### config.mk
export PLATFORM = sky130hd
export DESIGN_NAME = pal_cell
export DESIGN_NICKNAME = d
export VERILOG_FILES = /design/src/rtl/pal_pkg.sv /design/src/rtl/pal_cell.sv
export SDC_FILE = /design/constraint.sdc
export NUM_CORES = 1
export LEC_CHECK = 0
export BUFFER_PORTS_ARGS = -buffer_cell sky130_fd_sc_hd__buf_2
export CORE_MARGIN = 2
export CORE_UTILIZATION = 39
export CTS_CLUSTER_DIAMETER = 100
export DETAILED_ROUTE_END_ITERATION = 16
export GPL_ROUTABILITY_DRIVEN = 0
export PLACE_DENSITY = 0.86
export SETUP_SLACK_MARGIN = 0.4
export SYNTH_ARGS = -nofsm -noshare
export SYNTH_HDL_FRONTEND = slang
export SYNTH_SLANG_ARGS = --single-unit
### constraint.sdc
create_clock -name clk -period 7.4 [get_ports clk]
set_clock_uncertainty 0.2 [all_clocks]
set_input_delay 0.74 -clock clk [delete_from_list [all_inputs] [get_ports clk]]
set_output_delay 0.74 -clock clk [all_outputs]
set_load 0.01 [all_outputs]
### src/rtl/pal_pkg.sv
// ----------------------------------------------------------------------------
// pal_pkg: shared types and codes for the positional array list
// Word formats of both channels, operation and status codes, and the
// control word that the list controller broadcasts to the row of cells.
// ----------------------------------------------------------------------------
package pal_pkg;

  localparam int LIST_DEPTH_DEFAULT = 128;

  // operation codes
  localparam logic [1:0] OP_INSERT = 2'd0;
  localparam logic [1:0] OP_DELETE = 2'd1;
  localparam logic [1:0] OP_SEARCH = 2'd2;

  // status codes
  localparam logic [2:0] ST_OK       = 3'd0;
  localparam logic [2:0] ST_FULL     = 3'd1;
  localparam logic [2:0] ST_EMPTY    = 3'd2;
  localparam logic [2:0] ST_BADPOS   = 3'd3;
  localparam logic [2:0] ST_NOTFOUND = 3'd4;

  localparam logic signed [7:0] IDX_NONE = -8'sd1;

  // cell modes
  localparam logic [2:0] CM_HOLD   = 3'd0;
  localparam logic [2:0] CM_INSERT = 3'd1;
  localparam logic [2:0] CM_DELETE = 3'd2;
  localparam logic [2:0] CM_MATCH  = 3'd3;
  localparam logic [2:0] CM_SHIFT  = 3'd4;

  typedef struct packed {
    logic [1:0]         operation;
    logic [7:0]         position;
    logic signed [31:0] value;
  } req_word_t;

  typedef struct packed {
    logic [2:0]        status;
    logic signed [7:0] found_index;
    logic [7:0]        count;
    logic              is_empty;
    logic              is_full;
  } rsp_word_t;

  typedef struct packed {
    logic [2:0]  mode;
    logic [7:0]  pos;
    logic [31:0] value;
  } cell_ctrl_t;

endpackage

### src/rtl/pal_cell.sv
// ----------------------------------------------------------------------------
// pal_cell: one entry of the positional array list
// Holds one stored word and one match flag. Takes its left neighbour's word
// on insert, its right neighbour's word on delete, and shifts match flags
// leftwards during a search scan.
// ----------------------------------------------------------------------------
module pal_cell #(
  parameter int IDX = 0,
  parameter int CW  = 8
) (
  input  logic                clk,
  input  pal_pkg::cell_ctrl_t ctrl,
  input  logic [CW-1:0]       count,
  input  logic [31:0]         prev_entry,
  input  logic [31:0]         next_entry,
  input  logic                next_hit,
  output logic [31:0]         entry,
  output logic                hit
);
  import pal_pkg::*;

  localparam int XW = (CW > 8) ? CW : 8;

  logic [XW-1:0] idx_x;
  logic [XW-1:0] pos_x;
  logic [XW-1:0] cnt_x;

  assign idx_x = XW'(IDX);
  assign pos_x = XW'(ctrl.pos);
  assign cnt_x = XW'(count);

  always_ff @(posedge clk) begin
    case (ctrl.mode)
      CM_INSERT: begin
        if (idx_x > pos_x) begin
          entry <= prev_entry;
        end else if (idx_x == pos_x) begin
          entry <= ctrl.value;
        end
      end
      CM_DELETE: begin
        if (idx_x >= pos_x) begin
          entry <= next_entry;
        end
      end
      CM_MATCH: begin
        hit <= (entry == ctrl.value) && (idx_x < cnt_x);
      end
      CM_SHIFT: begin
        hit <= next_hit;
      end
      default: begin
      end
    endcase
  end

endmodule

# [Yosys cells after proc, flatten, opt, wreduce, memory -nomap -nowiden]
# Index checks and enable logic that the tools add are counted.
[classes] n_eq_ne=7 n_bitwise=0 add_sub_neg=0 muxes=5 multipliers=0 shifts=0 order_cmp=3 div=0 n_reduce_logical=5
[op_table] cell="$mux 32" n=3
[op_table] cell="$pmux 32 s2" n=1
[op_table] cell="$eq 32x32->1" n=1
[op_table] cell="$ge 1x8->1 const A" n=1
[op_table] cell="$gt 1x8->1 const A" n=1
[op_table] cell="$logic_not 8->1" n=1
[op_table] cell="$lt 1x8->1 const A" n=1
[op_table] cell="$eq 3x2->1 const B" n=2
[op_table] cell="$reduce_bool 2->1" n=2
[op_table] cell="$eq 3x1->1 const B" n=1
[op_table] cell="$eq 3x3->1 const B" n=1
[op_table] cell="$ne 3x3->1 const B" n=1
[op_table] cell="$reduce_and 3->1" n=1
[op_table] cell="$ne 2x2->1 const B" n=1
[op_table] cell="$pmux 1 s2" n=1
[op_table] cell="$logic_and 1x1->1" n=1
[word_totals] elab_cells=22 output_inout_bits=33 latchBits=0 ff_bits=33 mem_bits_rw=0 input_bits=117 memories=0 romBits=0

# [Longest topological paths before layout]
[logic_depth] word_depth=4 mapped_depth=5 ltp_nobuf=5

# [Least setup slack after synthesis]
# OpenSTA, ideal clock, no wires.
[synth_path] path_type="input-to-reg" startpoint="input port ctrl[42] (netlist name)" endpoint="register entry[0], enable pin" arrival_ns=3.126 path_buffers=0 setup_time_ns=0.442 setup_slack_ns=3.632 required_ns=6.758 path_stages=2 cell_sequence="or4_1 -> nor4_2"
[synth_between] elab_chain_len=3 word_cells_on_any_way=6 cone_classes="4 x eq/ne; 2 x reduce/logical"
[synth_rtl] item="start, declared" line_no="pal_cell.sv:12" text="input pal_pkg::cell_ctrl_t ctrl,"
[synth_rtl] item="$eq 3x1->1 or $eq 3x2->1 (tied branches)" line_no="pal_cell.sv:33" text="case (ctrl.mode)"
[synth_rtl] item="$ne 3x3->1 (no source line) (tied with other cells)"
[synth_rtl] item="$reduce_and 3->1 (no source line) (*)"
[synth_rtl] item="end signal, assigned" line_no="pal_cell.sv:36" text="entry <= prev_entry;"
[synth_rtl] item="end signal, assigned" line_no="pal_cell.sv:38" text="entry <= ctrl.value;"
[synth_rtl] item="end signal, assigned" line_no="pal_cell.sv:43" text="entry <= next_entry;"
[synth_rtl] item="end, declared" line_no="pal_cell.sv:17" text="output logic [31:0] entry,"
# Every way passes the cells marked *; elsewhere a longest branch is shown, timed or not.
# A chain may end at the register's enable or synchronous reset.

# [Worst setup path after layout]
[layout_path] startpoint="input port ctrl[42] (netlist name)" endpoint="register entry[26], enable pin"
# Same word-level chain as after synthesis.

==> reports/results.tsv <==
stage	metric	value	unit
timing	fmax	0.4212	GHz
grt	grt total ovfl	0	
final_layout	Nets	363	
final_layout	final core occ	0.5743	
grt	number of global-route vias before repair	1495	
clocking	Clock Root Buffer	clkbuf_8	
synth	number of distinct standard cells referenced by the synthesized netlist	17	
floorplanning	core footprint	0.004444	sq mm
final_layout	share of cells above drive strength 1	0.6356	
floorplanning	row cnt	24	
final_layout	area grow syn2layout	39.44	%
place	# port buffers	117	
detailed_routing	DR vias/cell	4.860	
synth	area leader, netlist	edfxtp_1	
clocking	cts repair resizes	0	
floorplanning	Ports	150	
timing	RSZ-0062 raised after global routing	no	
synth	yosys warns	0	
power_and_ir_drop	power density over the cells	151.4	mW/mm^2
clocking	CTS tree	built	
timing	period utilisation layout	0.3208	
timing	fin. max-slew vios	0	
floorplanning	die area	0.005258	sq mm
floorplanning	Starting Density	0.4119	
synth	register area share after synthesis	0.5414	
grt	initial antenna violation count	0	
detailed_routing	DRT Wirelength	4202	um
synth	Mapped Avg Cell Area	14.88	sq um
final_layout	final std cells w/o fill	299	
clocking	Skew-Pair Late Insertion Delay	0.28	ns
place	placed cells	291	
setup_path	CP arrival	2.10	ns
final_layout	commonest cells after routing, fill and taps aside	buf_2, edfxtp_1, mux2_2	
synth	count of state elements after synthesis	33	
power_and_ir_drop	Pwr Total	0.0003863	W
detailed_routing	Initial DRC Count	92	
flow_run	max_cap viols	0	
setup_path	Crit. End Element	flip-flop	
setup_path	Crit Path Category	in2reg	
detailed_routing	DR pass1 iterations	4	
clocking	CTS Buffer Depth	2	
grt	global-route wire length before repair	6555	um
timing	slew margin rel.	0.6207	
clocking	Post-CTS Setup Repair Bufs	0	
timing	Hold Vio Cnt, Final	0	
grt	largest net degree at the start of global routing	33	
detailed_routing	DRC	0	
timing	minimum clock period	2.374	ns
power_and_ir_drop	maximum VDD drop	0.07944	mV
final_layout	Layout fillers	388	
clocking	CTS H-tree lvls	2	
timing	Slew @ Worst Pin	0.5546	ns
detailed_routing	Routed Antenna Nets	0	
power_and_ir_drop	Lkg Pwr	1.070	nW
setup_path	peak fanout along the critical path	32	
clocking	Num CTS Buffers	5	
worst_hold_path	Hold/Removal Path Class	in2reg	
detailed_routing	via count	1453	
final_layout	Diodes inserted	0	
floorplanning	DIE HEIGHT	72.51	um
grt	gr usage total	0.1653	
timing	Final setup viols	0	
timing	Setup TNS	0	ns
detailed_routing	Avg WL per Cell	14.05	um
setup_path	Critical Path Start Type	input port	
run_status	outcome	finished clean	
synth	Synth Net Count	240	
clocking	# hold bufs at CTS	0	
final_layout	commonest non-fill, non-tap cell in the layout	buf_2	
place	dpl hpwl	3345	um
floorplanning	Die X	72.51	um
clocking	clk slew on worst S/H paths	0.07	ns
setup_path	Critical Path RT	7.13	ns
clocking	CTS Sinks	33	
synth	post-synth top area share	0.5414	
synth	Area contributors post-synth	edfxtp_1, mux2_2, xor2_1, xnor2_1, nor4_1	
synth	synthesized cell area	0.001831	sq mm
synth	Gate Count Post-Synth	123	
-- power breakdown --
| part | total (W) | switching, W | internal [W] | leakage, nW |
|---|---|---|---|---|
| Sequential | 0.000207 | 0.000000217 | 0.000207 | 0.296 |
| Combinational | 0.0000537 | 0.0000206 | 0.0000331 | 0.731 |
| Clock | 0.000125 | 0.0000619 | 0.0000632 | 0.0430 |
-- synth_stat cells --
cell type / number
a2111oi_0: 1
mux2_1: 2
mux2_2: 30
or4_1: 2
o21bai_1: 1
nand4_1: 4
nand2_1: 2
edfxtp_1: 33
buf_6: 3
o21ai_0: 1
nor4_1: 7
nor3b_1: 1
nor4_2: 1
xnor2_1: 10
nor3_1: 1
xor2_1: 23
nor3b_4: 1
-- cell families after synthesis --
group / synth area share
buf+inv: 0.01845
simple gates: 0.07382
mux: 0.1969
compound gates: 0.01162
flops: 0.5414
xor+xnor: 0.1579
-- critical path, cell delays in order --
cell and delay (ns):
buf_2 0.13, or4_1 0.58, nor4_4 0.22, buf_4 0.41
-- worst paths after layout --
path              startpoint        end  slack, ns  depth (start not counted)
setup / recovery    ctrl[42]  entry[26]       5.03                          4
hold / removal      next_hit        hit       0.54                          3
setup reg to reg   entry[17]        hit       5.55                          5
hold reg to reg     entry[6]        hit       0.54                          3
-- state kept, by name, indices dropped and copies added, names as in the netlist --
| name | cells |
|---|---|
| hit | 1 |
| entry | 32 |
-- layer usage --
metal  share of wire  global-route usage  routed length (um)  vias to the layer above
li1                -                   -                   -                      720
met1            0.38              0.1723                1612                      662
met2            0.52              0.3068                2179                       67
met3           0.086             0.05972                 362                        4
met4           0.011             0.05350                  48                        0
met5               0                   0                   0                        -
-- per-stage QoR --
stage,cell area [sq um],hold WS [ns],setup slack (ns)
6_report,2552,0.5364,5.026
5_1_grt,2552,0.5433,4.967
4_1_cts,2552,0.5283,5.016
3_5_place_dp,2471,0.5360,4.731
3_3_place_gp,2471,0.5342,4.758
2_1_floorplan,1831,0.5547,3.632
-- cell type report --
| class | instances | area (sq um) | area share |
|---|---|---|---|
| tap | 52 | 65.06 | 0.02549 |
| clock buffer | 5 | 68.82 | 0.02696 |
| sequential | 33 | 991.0 | 0.3882 |
| multi-input combinational | 87 | 814.5 | 0.3191 |
| timing repair buffer | 119 | 600.6 | 0.2353 |
| clock inverter | 3 | 12.51 | 0.004902 |
Note: power is estimated with default switching activity, not from simulation.
